<file path="config.mk">
export PLATFORM = sky130hd
export DESIGN_NAME = dbc_token_scanner_top
export DESIGN_NICKNAME = d
export VERILOG_FILES = /design/src/rtl/dbc_pkg.sv /design/src/rtl/dbc_cfg_regs.sv /design/src/rtl/dbc_scan_core.sv /design/src/rtl/dbc_out_queue.sv /design/src/rtl/dbc_token_scanner_top.sv
export SDC_FILE = /design/constraint.sdc
export NUM_CORES = 1
export LEC_CHECK = 0
export ABC_AREA = 0
export BUFFER_PORTS_ARGS = -buffer_cell sky130_fd_sc_hd__buf_2
export CELL_PAD_IN_SITES_DETAIL_PLACEMENT = 2
export CELL_PAD_IN_SITES_GLOBAL_PLACEMENT = 2
export CORE_UTILIZATION = 39
export CTS_CLUSTER_DIAMETER = 200
export DETAILED_ROUTE_END_ITERATION = 8
export HOLD_SLACK_MARGIN = 0.08
export PLACE_DENSITY = 0.84
export SLEW_MARGIN = 20
export SYNTH_ARGS = -nofsm -noshare
export SYNTH_HDL_FRONTEND = slang
export SYNTH_SLANG_ARGS = --single-unit
</file>
<file path="constraint.sdc">
create_clock -name clk -period 9.14 [get_ports clk]
set_clock_uncertainty 0.2 [all_clocks]
set_input_delay 1.828 -clock clk [delete_from_list [all_inputs] [get_ports clk]]
set_output_delay 1.828 -clock clk [all_outputs]
set_load 0.02 [all_outputs]
</file>
<file path="src/rtl/dbc_pkg.sv">
// Package for the token scanner: field widths, token kinds, error codes,
// scan modes and small byte classifiers. No dependencies.
package dbc_pkg;

	localparam int MaxTokenLength = 4095;
	localparam int PositionBits = 32;
	localparam int LenBits = 12;

	localparam logic [4:0] KIND_EOS = 5'd0;
	localparam logic [4:0] KIND_EOL = 5'd1;
	localparam logic [4:0] KIND_IDENT = 5'd2;
	localparam logic [4:0] KIND_INT = 5'd3;
	localparam logic [4:0] KIND_REAL = 5'd4;
	localparam logic [4:0] KIND_STRING = 5'd5;
	localparam logic [4:0] KIND_OP0 = 5'd6;

	localparam logic [2:0] ERR_NONE = 3'd0;
	localparam logic [2:0] ERR_UNKNOWN = 3'd1;
	localparam logic [2:0] ERR_NO_DDIG = 3'd2;
	localparam logic [2:0] ERR_NO_EDIG = 3'd3;
	localparam logic [2:0] ERR_NO_QUOTE = 3'd4;
	localparam logic [2:0] ERR_NO_MARK = 3'd5;
	localparam logic [2:0] ERR_BAD_MARK = 3'd6;

	localparam logic [2:0] REG_ESC_START = 3'd0;
	localparam logic [2:0] REG_MARK0 = 3'd1;
	localparam logic [2:0] REG_MARK1 = 3'd2;
	localparam logic [2:0] REG_MARK2 = 3'd3;
	localparam logic [2:0] REG_MARK3 = 3'd4;
	localparam logic [2:0] REG_MARK_CNT = 3'd5;

	typedef enum logic [1:0] {
		MODE_IDLE, MODE_IDENT, MODE_NUMBER, MODE_STRING
	} mode_t;

	// One report: kind, error, position, length.
	typedef struct packed {
		logic [4:0] kind;
		logic [2:0] err;
		logic [PositionBits-1:0] pos;
		logic [LenBits-1:0] len;
	} report_t;

	// Escape configuration handed to the scanner.
	typedef struct packed {
		logic [7:0] esc_start;
		logic [7:0] mark0;
		logic [7:0] mark1;
		logic [7:0] mark2;
		logic [7:0] mark3;
		logic [2:0] mark_cnt;
	} esc_cfg_t;

	function automatic logic is_digit(input logic [7:0] c);
		return c >= 8'h30 && c <= 8'h39;
	endfunction

	function automatic logic is_ident_start(input logic [7:0] c);
		return (c >= 8'h41 && c <= 8'h5A) || (c >= 8'h61 && c <= 8'h7A) || c == 8'h5F;
	endfunction

	// Operator index 0..10, 11 when the byte is no operator.
	function automatic logic [3:0] op_index(input logic [7:0] c);
		case (c)
			8'h3A: return 4'd0;
			8'h2C: return 4'd1;
			8'h40: return 4'd2;
			8'h28: return 4'd3;
			8'h5B: return 4'd4;
			8'h2D: return 4'd5;
			8'h2B: return 4'd6;
			8'h29: return 4'd7;
			8'h5D: return 4'd8;
			8'h3B: return 4'd9;
			8'h7C: return 4'd10;
			default: return 4'd11;
		endcase
	endfunction

endpackage

</file>
<file path="src/rtl/dbc_cfg_regs.sv">
// Escape configuration registers behind the APB-style port.
// Depends on dbc_pkg.
module dbc_cfg_regs (
	input  logic clk,
	input  logic arst_n,
	input  logic psel,
	input  logic penable,
	input  logic pwrite,
	input  logic [4:0] paddr,
	input  logic [31:0] pwdata,
	output logic [31:0] prdata,
	output dbc_pkg::esc_cfg_t cfg
);
	logic wr;
	logic [2:0] idx;
	assign wr = psel && penable && pwrite;
	assign idx = paddr[4:2];

	always_ff @(posedge clk or negedge arst_n) begin
		if (!arst_n) begin
			cfg.esc_start <= 8'd92;
			cfg.mark0 <= 8'd34;
			cfg.mark1 <= 8'd92;
			cfg.mark2 <= 8'd110;
			cfg.mark3 <= 8'd116;
			cfg.mark_cnt <= 3'd2;
		end else if (wr) begin
			case (idx)
				dbc_pkg::REG_ESC_START: cfg.esc_start <= pwdata[7:0];
				dbc_pkg::REG_MARK0: cfg.mark0 <= pwdata[7:0];
				dbc_pkg::REG_MARK1: cfg.mark1 <= pwdata[7:0];
				dbc_pkg::REG_MARK2: cfg.mark2 <= pwdata[7:0];
				dbc_pkg::REG_MARK3: cfg.mark3 <= pwdata[7:0];
				dbc_pkg::REG_MARK_CNT: cfg.mark_cnt <= pwdata[2:0];
				default: ;
			endcase
		end
	end

	always_comb begin
		case (idx)
			dbc_pkg::REG_ESC_START: prdata = {24'd0, cfg.esc_start};
			dbc_pkg::REG_MARK0: prdata = {24'd0, cfg.mark0};
			dbc_pkg::REG_MARK1: prdata = {24'd0, cfg.mark1};
			dbc_pkg::REG_MARK2: prdata = {24'd0, cfg.mark2};
			dbc_pkg::REG_MARK3: prdata = {24'd0, cfg.mark3};
			dbc_pkg::REG_MARK_CNT: prdata = {29'd0, cfg.mark_cnt};
			default: prdata = 32'd0;
		endcase
	end
endmodule

</file>
<file path="src/rtl/dbc_scan_core.sv">
// Scanner state and per-byte next-state logic; yields up to two reports
// per accepted word. Depends on dbc_pkg.
module dbc_scan_core (
	input  logic clk,
	input  logic arst_n,
	input  logic step,
	input  logic [7:0] c,
	input  logic eoi,
	input  dbc_pkg::esc_cfg_t cfg,
	output logic [1:0] n_rep,
	output dbc_pkg::report_t rep0,
	output dbc_pkg::report_t rep1,
	output dbc_pkg::report_t rep2
);
	localparam int PB = dbc_pkg::PositionBits;
	localparam int LB = dbc_pkg::LenBits;
	localparam logic [LB-1:0] MaxLen = LB'(dbc_pkg::MaxTokenLength);

	dbc_pkg::mode_t mode_q, mode_d;
	logic sep_q, ddig_q, exp_q, esgn_q, edig_q;
	logic sep_d, ddig_d, exp_d, esgn_d, edig_d;
	logic point_q, point_d, escp_q, escp_d, err_q, err_d;
	logic [PB-1:0] start_q, start_d, off_q, off_d;
	logic [LB-1:0] cnt_q, cnt_d, cnt_inc;

	dbc_pkg::report_t reps[3];
	logic [1:0] n;

	assign cnt_inc = (cnt_q < MaxLen) ? cnt_q + 1'b1 : cnt_q;
	assign rep0 = reps[0];
	assign rep1 = reps[1];
	assign rep2 = reps[2];
	assign n_rep = n;

	always_comb begin
		logic [7:0] cb;
		logic ismark, ext, disp, numok;
		logic [2:0] mc;
		logic [3:0] oi;
		cb = c;
		mode_d = mode_q;
		{sep_d, ddig_d, exp_d, esgn_d, edig_d} = {sep_q, ddig_q, exp_q, esgn_q, edig_q};
		point_d = point_q;
		escp_d = escp_q;
		err_d = err_q;
		start_d = start_q;
		cnt_d = cnt_q;
		off_d = off_q;
		n = 2'd0;
		disp = 1'b0;
		ext = 1'b0;
		numok = 1'b1;
		for (int i = 0; i < 3; i++) reps[i] = '0;
		mc = (cfg.mark_cnt > 3'd4) ? 3'd4 : cfg.mark_cnt;
		ismark = (mc > 3'd0 && cb == cfg.mark0) || (mc > 3'd1 && cb == cfg.mark1) ||
			(mc > 3'd2 && cb == cfg.mark2) || (mc > 3'd3 && cb == cfg.mark3);
		oi = dbc_pkg::op_index(cb);
		if (step && !err_q) begin
			if (eoi) begin
				if (point_q) begin
					point_d = 1'b0;
					reps[0] = '{dbc_pkg::KIND_EOS, dbc_pkg::ERR_UNKNOWN, start_q, LB'(1)};
					n = 2'd1;
					err_d = 1'b1;
					numok = 1'b0;
				end else if (mode_q == dbc_pkg::MODE_IDENT) begin
					reps[0] = '{dbc_pkg::KIND_IDENT, dbc_pkg::ERR_NONE, start_q, cnt_q};
					n = 2'd1;
				end else if (mode_q == dbc_pkg::MODE_NUMBER) begin
					n = 2'd1;
					if (sep_q && !ddig_q) begin
						reps[0] = '{dbc_pkg::KIND_EOS, dbc_pkg::ERR_NO_DDIG, start_q, cnt_q};
						err_d = 1'b1;
						numok = 1'b0;
					end else if (exp_q && !edig_q) begin
						reps[0] = '{dbc_pkg::KIND_EOS, dbc_pkg::ERR_NO_EDIG, start_q, cnt_q};
						err_d = 1'b1;
						numok = 1'b0;
					end else begin
						reps[0] = '{(sep_q || exp_q) ? dbc_pkg::KIND_REAL : dbc_pkg::KIND_INT,
							dbc_pkg::ERR_NONE, start_q, cnt_q};
					end
				end else if (mode_q == dbc_pkg::MODE_STRING) begin
					reps[0] = '{dbc_pkg::KIND_EOS,
						escp_q ? dbc_pkg::ERR_NO_MARK : dbc_pkg::ERR_NO_QUOTE, start_q, cnt_q};
					n = 2'd1;
					err_d = 1'b1;
					numok = 1'b0;
				end
				mode_d = dbc_pkg::MODE_IDLE;
				escp_d = 1'b0;
				if (numok) begin
					reps[n] = '{dbc_pkg::KIND_EOS, dbc_pkg::ERR_NONE, off_q, LB'(0)};
					n = n + 2'd1;
				end
			end else begin
				off_d = off_q + 1'b1;
				if (point_q) begin
					point_d = 1'b0;
					if (dbc_pkg::is_digit(cb)) begin
						mode_d = dbc_pkg::MODE_NUMBER;
						{sep_d, ddig_d, exp_d, esgn_d, edig_d} = 5'b11000;
						cnt_d = cnt_inc;
					end else begin
						reps[0] = '{dbc_pkg::KIND_EOS, dbc_pkg::ERR_UNKNOWN, start_q, LB'(1)};
						n = 2'd1;
						err_d = 1'b1;
					end
				end else if (mode_q == dbc_pkg::MODE_IDENT) begin
					if (dbc_pkg::is_ident_start(cb) || dbc_pkg::is_digit(cb)) begin
						cnt_d = cnt_inc;
					end else begin
						mode_d = dbc_pkg::MODE_IDLE;
						reps[0] = '{dbc_pkg::KIND_IDENT, dbc_pkg::ERR_NONE, start_q, cnt_q};
						n = 2'd1;
						disp = 1'b1;
					end
				end else if (mode_q == dbc_pkg::MODE_NUMBER) begin
					if (cb == 8'h2E) begin
						ext = !(sep_q || exp_q);
						if (ext) sep_d = 1'b1;
					end else if (dbc_pkg::is_digit(cb)) begin
						ext = 1'b1;
						if (exp_q) edig_d = 1'b1;
						else if (sep_q) ddig_d = 1'b1;
					end else if (cb == 8'h65 || cb == 8'h45) begin
						ext = !(exp_q || (sep_q && !ddig_q));
						if (ext) exp_d = 1'b1;
					end else if (cb == 8'h2B || cb == 8'h2D) begin
						ext = exp_q && !(esgn_q || edig_q);
						if (ext) esgn_d = 1'b1;
					end
					if (ext) begin
						cnt_d = cnt_inc;
					end else begin
						mode_d = dbc_pkg::MODE_IDLE;
						n = 2'd1;
						if (sep_q && !ddig_q) begin
							reps[0] = '{dbc_pkg::KIND_EOS, dbc_pkg::ERR_NO_DDIG, start_q, cnt_q};
							err_d = 1'b1;
						end else if (exp_q && !edig_q) begin
							reps[0] = '{dbc_pkg::KIND_EOS, dbc_pkg::ERR_NO_EDIG, start_q, cnt_q};
							err_d = 1'b1;
						end else begin
							reps[0] = '{(sep_q || exp_q) ? dbc_pkg::KIND_REAL : dbc_pkg::KIND_INT,
								dbc_pkg::ERR_NONE, start_q, cnt_q};
							disp = 1'b1;
						end
					end
				end else if (mode_q == dbc_pkg::MODE_STRING) begin
					if (escp_q) begin
						escp_d = 1'b0;
						if (ismark) begin
							cnt_d = cnt_inc;
						end else begin
							reps[0] = '{dbc_pkg::KIND_EOS, dbc_pkg::ERR_BAD_MARK, start_q, cnt_q};
							n = 2'd1;
							err_d = 1'b1;
							mode_d = dbc_pkg::MODE_IDLE;
						end
					end else if (cb == cfg.esc_start) begin
						escp_d = 1'b1;
						cnt_d = cnt_inc;
					end else begin
						cnt_d = cnt_inc;
						if (cb == 8'h22) begin
							mode_d = dbc_pkg::MODE_IDLE;
							reps[0] = '{dbc_pkg::KIND_STRING, dbc_pkg::ERR_NONE, start_q, cnt_inc};
							n = 2'd1;
						end
					end
				end else begin
					disp = 1'b1;
				end
				// Start of a new token, or a one-byte token, at this byte; blanks are skipped and an unknown byte is an error.
				if (disp) begin
					if (cb == 8'h09 || cb == 8'h20 || cb == 8'h0D) begin
					end else if (cb == 8'h0A) begin
						reps[n] = '{dbc_pkg::KIND_EOL, dbc_pkg::ERR_NONE, off_q, LB'(1)};
						n = n + 2'd1;
					end else if (dbc_pkg::is_ident_start(cb)) begin
						mode_d = dbc_pkg::MODE_IDENT;
						start_d = off_q;
						cnt_d = LB'(1);
					end else if (dbc_pkg::is_digit(cb)) begin
						mode_d = dbc_pkg::MODE_NUMBER;
						{sep_d, ddig_d, exp_d, esgn_d, edig_d} = 5'b0;
						start_d = off_q;
						cnt_d = LB'(1);
					end else if (cb == 8'h2E) begin
						point_d = 1'b1;
						start_d = off_q;
						cnt_d = LB'(1);
					end else if (cb == 8'h22) begin
						mode_d = dbc_pkg::MODE_STRING;
						escp_d = 1'b0;
						start_d = off_q;
						cnt_d = LB'(1);
					end else if (oi != 4'd11) begin
						reps[n] = '{dbc_pkg::KIND_OP0 + 5'(oi), dbc_pkg::ERR_NONE, off_q, LB'(1)};
						n = n + 2'd1;
					end else begin
						reps[n] = '{dbc_pkg::KIND_EOS, dbc_pkg::ERR_UNKNOWN, off_q, LB'(1)};
						n = n + 2'd1;
						err_d = 1'b1;
						mode_d = dbc_pkg::MODE_IDLE;
					end
				end
			end
		end
	end

	always_ff @(posedge clk or negedge arst_n) begin
		if (!arst_n) begin
			mode_q <= dbc_pkg::MODE_IDLE;
			{sep_q, ddig_q, exp_q, esgn_q, edig_q} <= 5'b0;
			point_q <= 1'b0;
			escp_q <= 1'b0;
			err_q <= 1'b0;
			start_q <= '0;
			cnt_q <= '0;
			off_q <= '0;
		end else begin
			mode_q <= mode_d;
			{sep_q, ddig_q, exp_q, esgn_q, edig_q} <= {sep_d, ddig_d, exp_d, esgn_d, edig_d};
			point_q <= point_d;
			escp_q <= escp_d;
			err_q <= err_d;
			start_q <= start_d;
			cnt_q <= cnt_d;
			off_q <= off_d;
		end
	end
endmodule

</file>
<file path="src/rtl/dbc_out_queue.sv">
// Result buffer: holds up to three reports of one word plus those of the
// next and drains them one per cycle while out_ready is high. Depends on dbc_pkg.
module dbc_out_queue (
	input  logic clk,
	input  logic arst_n,
	input  logic push,
	input  logic [1:0] n_push,
	input  dbc_pkg::report_t rep0,
	input  dbc_pkg::report_t rep1,
	input  dbc_pkg::report_t rep2,
	output logic room,
	output logic out_valid,
	input  logic out_ready,
	output dbc_pkg::report_t out_rep,
	output logic out_last
);
	// Eight entries, each a report plus its end-of-run flag.
	logic [dbc_pkg::PositionBits+dbc_pkg::LenBits+8:0] mem_q [8];
	logic [2:0] rd_q, wr_q;
	logic [3:0] fill_q;
	logic pop;
	logic [3:0] fill_d;

	assign pop = out_valid && out_ready;
	assign out_valid = fill_q != 4'd0;
	assign {out_rep, out_last} = mem_q[rd_q];
	// Room for a full word of three after what may still be waiting.
	assign room = fill_q <= 4'd5;
	assign fill_d = fill_q + (push ? {2'b0, n_push} : 4'd0) - {3'b0, pop};

	always_ff @(posedge clk) begin
		if (push) begin
			if (n_push > 2'd0) mem_q[wr_q] <= {rep0, n_push == 2'd1};
			if (n_push > 2'd1) mem_q[wr_q + 3'd1] <= {rep1, n_push == 2'd2};
			if (n_push > 2'd2) mem_q[wr_q + 3'd2] <= {rep2, 1'b1};
		end
	end

	always_ff @(posedge clk or negedge arst_n) begin
		if (!arst_n) begin
			rd_q <= '0;
			wr_q <= '0;
			fill_q <= '0;
		end else begin
			if (push) wr_q <= wr_q + {1'b0, n_push};
			if (pop) rd_q <= rd_q + 3'd1;
			fill_q <= fill_d;
		end
	end
endmodule

</file>
<file path="src/rtl/dbc_token_scanner_top.sv">
// Top level of the CAN database text token scanner.
// Depends on dbc_pkg, dbc_cfg_regs, dbc_scan_core and dbc_out_queue.
//
//   channel   | direction | handshake       | contents
//   s_axis    | in        | tvalid/tready   | tdata: char_in; tuser: end_of_input
//   m_axis    | out       | tvalid/tready   | tdata: kind, error, position, length; tlast
//   apb       | in        | psel/penable    | six escape configuration registers
//
// Each accepted word is scanned in the cycle it arrives; its zero to two
// reports enter an eight-entry result buffer and leave one per cycle while m_axis_tready is high.
// A byte is taken every cycle while the buffer has room for three more
// reports, so a steady stream of one report per byte runs at full rate.
// Reset clears all scan state, the buffer and the registers to defaults.
// A stalled output only stops input once the buffer holds six or more reports.
module dbc_token_scanner_top (
	input  logic clk,
	input  logic arst_n,
	input  logic s_axis_tvalid,
	output logic s_axis_tready,
	input  logic [7:0] s_axis_tdata,   // [7:0] char_in
	input  logic s_axis_tuser,         // [0] end_of_input
	output logic m_axis_tvalid,
	input  logic m_axis_tready,
	// [4:0] token_kind, [7:5] error_code, [39:8] start_position,
	// [51:40] token_length, [55:52] zero fill
	output logic [55:0] m_axis_tdata,
	output logic m_axis_tlast,         // last_of_run
	input  logic psel,
	input  logic penable,
	input  logic pwrite,
	input  logic [4:0] paddr,
	input  logic [31:0] pwdata,
	output logic [31:0] prdata,
	output logic pready
);
	dbc_pkg::esc_cfg_t cfg;
	dbc_pkg::report_t rep0, rep1, rep2, out_rep;
	logic [1:0] n_rep;
	logic step, room;

	assign pready = 1'b1;
	assign s_axis_tready = room;
	assign step = s_axis_tvalid && room;

	dbc_cfg_regs u_cfg (
		.clk, .arst_n, .psel, .penable, .pwrite, .paddr, .pwdata, .prdata, .cfg
	);

	dbc_scan_core u_core (
		.clk, .arst_n, .step, .c(s_axis_tdata), .eoi(s_axis_tuser), .cfg,
		.n_rep, .rep0, .rep1, .rep2
	);

	dbc_out_queue u_queue (
		.clk, .arst_n, .push(step), .n_push(n_rep), .rep0, .rep1, .rep2, .room,
		.out_valid(m_axis_tvalid), .out_ready(m_axis_tready), .out_rep,
		.out_last(m_axis_tlast)
	);

	assign m_axis_tdata = {4'd0, out_rep.len, out_rep.pos, out_rep.err, out_rep.kind};
endmodule

</file>
==> results.md, run 1 <==
- Die ar.: ~0.079 sq mm
- Placed insts: about 3,400
- Worst path cell trace: buf_2, or3b_1, nor3_2, inv_2, a211oi_4, nor3_1, a21bo_2, nand2_2, inv_1, ha_1, a2111oi_0, o211ai_1, nand2_1, nor3_4, o21ai_1, a41o_2, buf_4
- N_diodes: 0
- Crit path arrival time: roughly 7700 ps
- Clk pin slew, worst setup/hold paths: roughly 60 ps
- CTS max path bufs: 3
- Final worst path period share: 83.6%
- EDFF count, synth: 424
- Area Overhead vs Synth: 11.0%
- DR vias/cell: about 6.6
- Post-cts sizing count: 0
- # DRC: 0
- RSZ-0062 raised after global routing: no
- Slew of the pin with the lowest slew margin: approximately 1100 ps
- Worst vdd ir: 0.144 mV
- Crit path max fanout: 29
- Worst slew margin: between 20% and 30%
- PwrDens: 256 mW/mm^2
- First-pass GRT wire length: 175,000 microns
- H-tree levels: 3
- FF-to-FF Start: u_core.sep_q$_DFFE_PN0P_
- WP data required: 9200 ps
- Row cnt: around 100
- Type of the worst setup path: in2reg
- Worst skew pair latency: roughly 630 ps
- Final hold violation count: 0
- Clock sink count: ~560
- Leakage: 12.6 nW
- Hold Crit Start: u_core.start_q[14]$_DFFE_PN0P_
- Synth top area cells: edfxtp_1 (42%), dfrtp_1 (9.8%), mux4_2 (8.1%), a22o_1 (7.4%), mux2_2 (3.7%)
- Crit path capture type: flip-flop
- Post-detail-place hpwl: around 66,000 microns
- Vias in the first global route: approximately 25,000
- Detailed Route WL: ~120,000 microns
- Synth Warn #: 0
- Vias: 23,200
- Hold Path Class: reg2reg
- Layout cells sized above 1: about 22%
- Post-CTS setup buffers: 0
- Cts bufs inserted: between 60 and 70
- PortBufs: between 80 and 90
- Antenna Violating Nets Remaining: 0
- Pin count of the biggest net entering global routing: 77
- Status: finished clean
- Initial DRC Count: about 2,600
- CTS tree: done
- Avg WL per Cell: about 34 microns
- Max-cap violations: 0
- Global route overflow: 0
- Max Fclk: around 130 MHz
- DR pass1 iterations: 8
- Setup TNS: 0 ps
- Overall Global Routing Usage: 29.7%
- RD Place Congestion: 0.885
- Distinct cell type count after synthesis: 97
- Minimum clock period: roughly 7600 ps
- Layout Cells excl Fill: around 3,500
- Hold Crit Endpoint: u_core.start_q[14]$_DFFE_PN0P_
- Max-slew violation count: 0
- Final nets: between 2,000 and 2,500
- Horiz. Die Dim: approximately 280 microns
- R2R depth: 15
- Hold Crit Depth: 2
- #FFs+latches synth: between 500 and 600
- Chip Height: between 200 and 300 microns
- Antenna violations before repair: 1
- Syn_area_per_cell: ~12 sq um
- Critical path's slowest cell: a41o_2
- Synth top area share: a little over two fifths
- Main flop type after synthesis: edfxtp_1
- Hold-fix buffers, CTS: 0
- Async set or reset register ratio after synthesis: between 20% and 30%
- Worst r2r dst: u_queue.mem_q[7][28]$_DFFE_PP_
- Critical path's largest stage delay: 900 ps
- Post-Syn Instances: about 2,400
- Flop2flop setup slack: 2880 ps
- Sequential area share after synthesis: between 50% and 60%
- Initial core utilization: just under 40%
- Mapped Area: 0.0304 sq mm
- Final setup violation count: 0
- CORE AREA: between 0.07 and 0.08 sq mm
- Filler cells: roughly 7,600
- Io pins: 145
- CP startpoint kind: primary input
- Clock Root Buffer: clkbuf_16
- Post-synth top area cell: edfxtp_1
==> synth_stat cells, types with 9 or more instances <==
master    instances
mux4_2          110
buf_1            24
nor4_1           21
ha_1             15
dfstp_2          20
or2_2             9
xor2_1           41
inv_1            33
a22oi_1          11
a21o_1           11
clkbuf_1        125
nand3_1          43
nor3_1           59
nand4_1          17
buf_4            37
a211o_1          11
nand2_1         191
dfrtp_1         119
or3_1            13
nand2b_1         11
o21ai_1          17
xnor2_1          51
a22o_1          258
mux2i_1          77
a221oi_1         32
a31oi_1          12
o21ai_0          54
and2_1           11
mux2_2          100
a21oi_1          82
edfxtp_1        424
and3_1           19
nor2_1          155
buf_2            71
==> critical path, delay by kind of cell <==
kind,cells,cell delay [ps]
buffers and inverters,4,1210
adder cells (fa/ha/maj),1,250
AO/OA/AOI/OAI,6,2880
AND/OR/NAND/NOR,6,1470
==> cell type report <==
type / instances / area (sq um) / area share, %
Clock buffer: 95 / 1840 / 5.45
Clock inverter: 27 / 285 / 0.845
Inverter: 37 / 141 / 0.419
Multi-Input combinational cell: 1603 / 13000 / 38.6
Sequential cell: 563 / 16200 / 48.1
Tap cell: 1040 / 1300 / 3.85
Timing Repair Buffer: 142 / 938 / 2.78
==> metrics by stage <==
| stage | power [mW] | util [%] | hold slack, ps | cell area (sq um) | setup slack (ps) |
|---|---|---|---|---|---|
| finish | 8.64 | 43.7 | 324 | 33800 | 1500 |
| global route | 8.89 | 43.7 | 358 | 33800 | 1350 |
| CTS | 8.65 | 43.6 | 333 | 33700 | 1180 |
| detailed placement | 5.92 | 40.9 | 302 | 31600 | 578 |
| global placement | 5.78 | 40.9 | 281 | 31600 | 1110 |
| floorplan | 5.01 | - | 263 | 30500 | -2260 |
==> worst max path at each step <==
stage,slack [ps],end,cells after the start,startpoint
after floorplan,-2260,u_queue.mem_q[2][0]$_DFFE_PP_,18,s_axis_tdata[4]
after global placement,1110,u_queue.mem_q[3][0]$_DFFE_PP_,17,s_axis_tdata[5]
after detailed placement,580,u_queue.mem_q[3][2]$_SDFFCE_PN0P_,17,s_axis_tdata[5]
after CTS,1180,u_queue.mem_q[3][2]$_SDFFCE_PN0P_,17,s_axis_tdata[5]
after global routing,1350,u_queue.mem_q[7][27]$_DFFE_PP_,17,s_axis_tdata[5]
final,1500,u_queue.mem_q[7][28]$_DFFE_PP_,17,s_axis_tdata[5]
==> logic make-up after synthesis <==
family                     count (synthesis)  synth area share (%)
AOI/OAI and AO/OA                        573                  14.5
xor gates and xnor gates                  92                  2.65
adders and majority gates                 17                 0.748
buffers and inverters                    301                  4.64
DFF                                      563                  53.3
muxes                                    287                  14.4
other                                      2                0.0247
and+or+nand+nor                          605                  9.72
==> sequential cells by signal, indices dropped and copies added (netlist names) <==
signal and cells:
u_queue.mem_q 424, u_queue.wr_q 3, u_core.start_q 32, u_core.sep_q 1, u_core.point_q 1, u_core.err_q 1, u_core.cnt_q 12, u_core.mode_q 2
u_core.ddig_q 1, u_queue.rd_q 3, u_core.escp_q 1, u_core.edig_q 1, u_cfg.cfg 43, u_core.esgn_q 1, u_core.off_q 32, u_core.exp_q 1
u_queue.fill_q 4
==> where the power goes <==
group | switching (mW) | leakage [nW] | internal (mW)
Sequential | 0.313 | 5.89 | 2.92
Clock | 1.19 | 1.04 | 1.51
Combinational | 1.64 | 5.67 | 1.07
Total | 3.14 | 12.6 | 5.50
==> cell usage in the layout (no fill, tap or decap), types with 9 or more instances in the layout <==
master,instances
dfrtp_1,116
a31oi_1,12
nor3_1,53
ha_1,15
xnor2_1,51
a211o_1,11
nor4_1,21
conb_1,29
nor2_1,147
or2_2,9
buf_2,87
clkbuf_1,21
a21oi_1,82
a21o_1,11
mux2i_1,77
and2_1,11
mux4_2,110
edfxtp_1,424
nand2b_1,11
xor2_1,41
clkbuf_16,66
a22oi_1,11
nand2_1,191
or3_1,13
clkinv_2,9
mux2_2,100
o21ai_1,17
o21ai_0,52
dfstp_2,20
buf_4,46
and3_1,19
nand4_1,17
a22o_1,258
nand3_1,43
a221oi_1,32
nor2_2,14
inv_1,33
==> per-layer routing <==
| layer | routed length, microns | global-route usage [%] | up-vias |
|---|---|---|---|
| li1 | - | - | 9333 |
| met4 | 5760 | 14.9 | 2 |
| met3 | 9940 | 5.59 | 392 |
| met2 | 58200 | 50.4 | 1408 |
| met5 | 19 | 0 | - |
| met1 | 43800 | 36.1 | 12000 |
No activity file was read; power rests on OpenSTA's default activity.
==> run 2: changes to the inputs <==
- CORE_UTILIZATION: 39 -> 44
- PLACE_DENSITY: 0.84 -> 0.89
- clock period: 9.14 -> 7.1 ns (I/O delays scaled with it)
==> run 2 against run 1 <==
Clock power increased by 35%. Sequential cell count unchanged. Total power increased by 33%. Sequential share of layout area decreased by 0.10 points. Critical path depth decreased by 1. Count of clock-buffer cells in the layout decreased by 5. Die area decreased by 11%. Register-to-register slack got worse by 1900 ps. Hold slack improved by 3.2 ps. Critical path type unchanged. Highest routed layer is now met4.
==> results.md, run 2 (synthesized netlist as in run 1, its figures left out) <==
- Worst slew margin: 18.0% (-5.7 points)
- Final setup violation count: 0 (unchanged)
- Max Fclk: 147 MHz
- Area Overhead vs Synth: 11.2%
- Clk pin slew, worst setup/hold paths: 60 ps (about the same)
- Crit path arrival time: 6840 ps (-870 ps)
- Placed insts: 3,239 (-4.3%)
- Setup TNS: 0 ps (unchanged)
- CTS tree: done
- Hold Path Class: reg2reg
- H-tree levels: 3 (unchanged)
- Design area: 0.0338 sq mm (+0.21%)
- PortBufs: 89 (unchanged)
- Top Registers: u_queue.mem_q (424), u_cfg.cfg (43)
- Avg WL per Cell: 37.5 microns (+12%)
- # DRC: 0 (unchanged)
- Hold-fix buffers, CTS: 0 (unchanged)
- CP startpoint kind: primary input
- Overall Global Routing Usage: 35.8% (+6.1 points)
- Detailed Route WL: 126,000 microns (+7.1%)
- Cts bufs inserted: 67 (+1.5%)
- Status: finished clean
- Final nets: 2,496 (+0.52%)
- Crit path max fanout: 53 (+83%)
- Pin count of the biggest net entering global routing: 73 (-5.2%)
- Row cnt: 96 (-5.9%)
- Minimum clock period: between 6000 and 7000 ps
- Commonest non-fill, non-tap cell in the layout: edfxtp_1
- Final hold violation count: 0 (unchanged)
- Antenna violations before repair: 3 (+2)
- PwrDens: 339 mW/mm^2 (+32%)
- Max-slew violation count: 0 (unchanged)
- Clock Root Buffer: clkbuf_16
- Initial core utilization: 44.5% (+5.1 points)
- Post-Place Setup Slack: 80.9 ps (-497 ps)
- Worst skew pair latency: 670 ps (+40 ps)
- RSZ-0062 raised after global routing: no
- First-pass GRT wire length: 186,000 microns (+6.3%)
- Type of the worst setup path: in2reg
- Crit path capture type: flip-flop
- WP data required: 7150 ps (-2050 ps)
- Leakage: 12.7 nW (+1.0%)
- Final worst path period share: 95.6%
- Max FFs per register: 424 (unchanged)
- Hold Worst Slack: 327 ps (+3.23 ps)
- Filler cells: 6,501 (-14%)
- Clock sink count: 563 (unchanged)
- DP Area: 0.0316 sq mm (about the same)
- Vias: 24,500 (+5.8%)
- CTS max path bufs: 3 (unchanged)
- Initial DRC Count: 3,000 (+17%)
- Worst vdd ir: 0.227 mV (+57%)
- Top reg by flops: u_queue.mem_q
- Most frequent cells in the layout: edfxtp_1 (424), a22o_1 (258), nand2_1 (191), nor2_1 (147), dfrtp_1 (116)
- Post-detail-place hpwl: 69,600 microns (+5.5%)
- Vias in the first global route: 26,000 (+2.4%)
- Post-route setup slack: 309 ps (-1190 ps)
- Max-cap violations: 0 (unchanged)
- Horiz. Die Dim: 265 microns (-5.8%)
- DR pass1 iterations: 6 (-2)
- Chip Height: 265 microns (-5.8%)
- Global route overflow: 0 (unchanged)
- CORE AREA: 0.0685 sq mm (-11%)
- Layout Cells excl Fill: 3,364 (-4.1%)
- Die ar.: 0.0702 sq mm (-11%)
- Io pins: 145 (unchanged)
- DR vias/cell: 7.29 (+10%)
- Layout cells sized above 1: 22.4% (+0.40 points)
- Antenna Violating Nets Remaining: 0 (unchanged)
- RD Place Congestion: 0.878 (-0.82%)
- Slew of the pin with the lowest slew margin: 1230 ps (+84.3 ps)
## run 2: path summary, 6_finish.rpt
path / depth (start not counted) / start / slack (ps) / to
worst max-delay path: 16 / s_axis_tdata[1] / 310 / u_queue.mem_q[0][29]$_DFFE_PP_
worst min-delay path: 2 / u_core.start_q[24]$_DFFE_PN0P_ / 330 / u_core.start_q[24]$_DFFE_PN0P_
worst max register to register: 14 / u_core.mode_q[1]$_DFFE_PN0P_ / 940 / u_queue.mem_q[0][29]$_DFFE_PP_
worst min register to register: 2 / u_core.start_q[24]$_DFFE_PN0P_ / 330 / u_core.start_q[24]$_DFFE_PN0P_
max in group asynchronous: 2 / arst_n / 4570 / u_core.start_q[16]$_DFFE_PN0P_
min in group asynchronous: 1 / arst_n / 630 / u_core.err_q$_DFFE_PN0P_
## run 2: critical path, cell delays in order
cell and delay (ps):
buf_2 400, o21ai_0 200, and3_1 290, nor4_1 560, nand2b_2 390, o221a_2 330, nand2_2 200, inv_1 160
ha_1 260, a2111oi_0 580, o211ai_1 260, and2_1 250, a31oi_1 470, nor2_1 160, a221o_2 400, buf_4 460
## run 2: power by group
part           switching (mW)  internal (mW)
clock                    1.61           2.04
sequential              0.443           3.76
combinational            2.20           1.41
total                    4.25           7.21
## run 2: what timing repair did
action / CTS / global route
resized for setup: 0 / 1
setup endpoints to repair: 0 / 53
endpoints found under the hold margin: 0 / 0
buffers inserted: 0 / 0
## run 2: metrics by stage
stage | utilization, % | power (mW)
final | 49.4 | 11.5
after global routing | 49.4 | 11.7
after CTS | 49.4 | 11.4
after detailed placement | 46.1 | 7.66
after global placement | 46.1 | 7.43
after floorplan | - | 6.45
## run 2: layer usage
layer	track usage (%)	share of wire, %
met5	0	0
met4	17.8	5.1
met1	45.0	37
met3	7.02	9.1
met2	58.9	49
## run 2: area by class of cell
| cell class | instances | area (sq um) | share of cell area, % |
|---|---|---|---|
| Sequential cell | 563 | 16200 | 48.0 |
| Multi-Input combinational cell | 1603 | 13100 | 38.6 |
| Clock buffer | 90 | 1840 | 5.42 |
| Tap cell | 882 | 1100 | 3.26 |
| Timing Repair Buffer | 154 | 1030 | 3.04 |
| Clock inverter | 34 | 420 | 1.24 |
| Inverter | 37 | 141 | 0.418 |
| Antenna cell | 1 | 2.50 | 0.00739 |
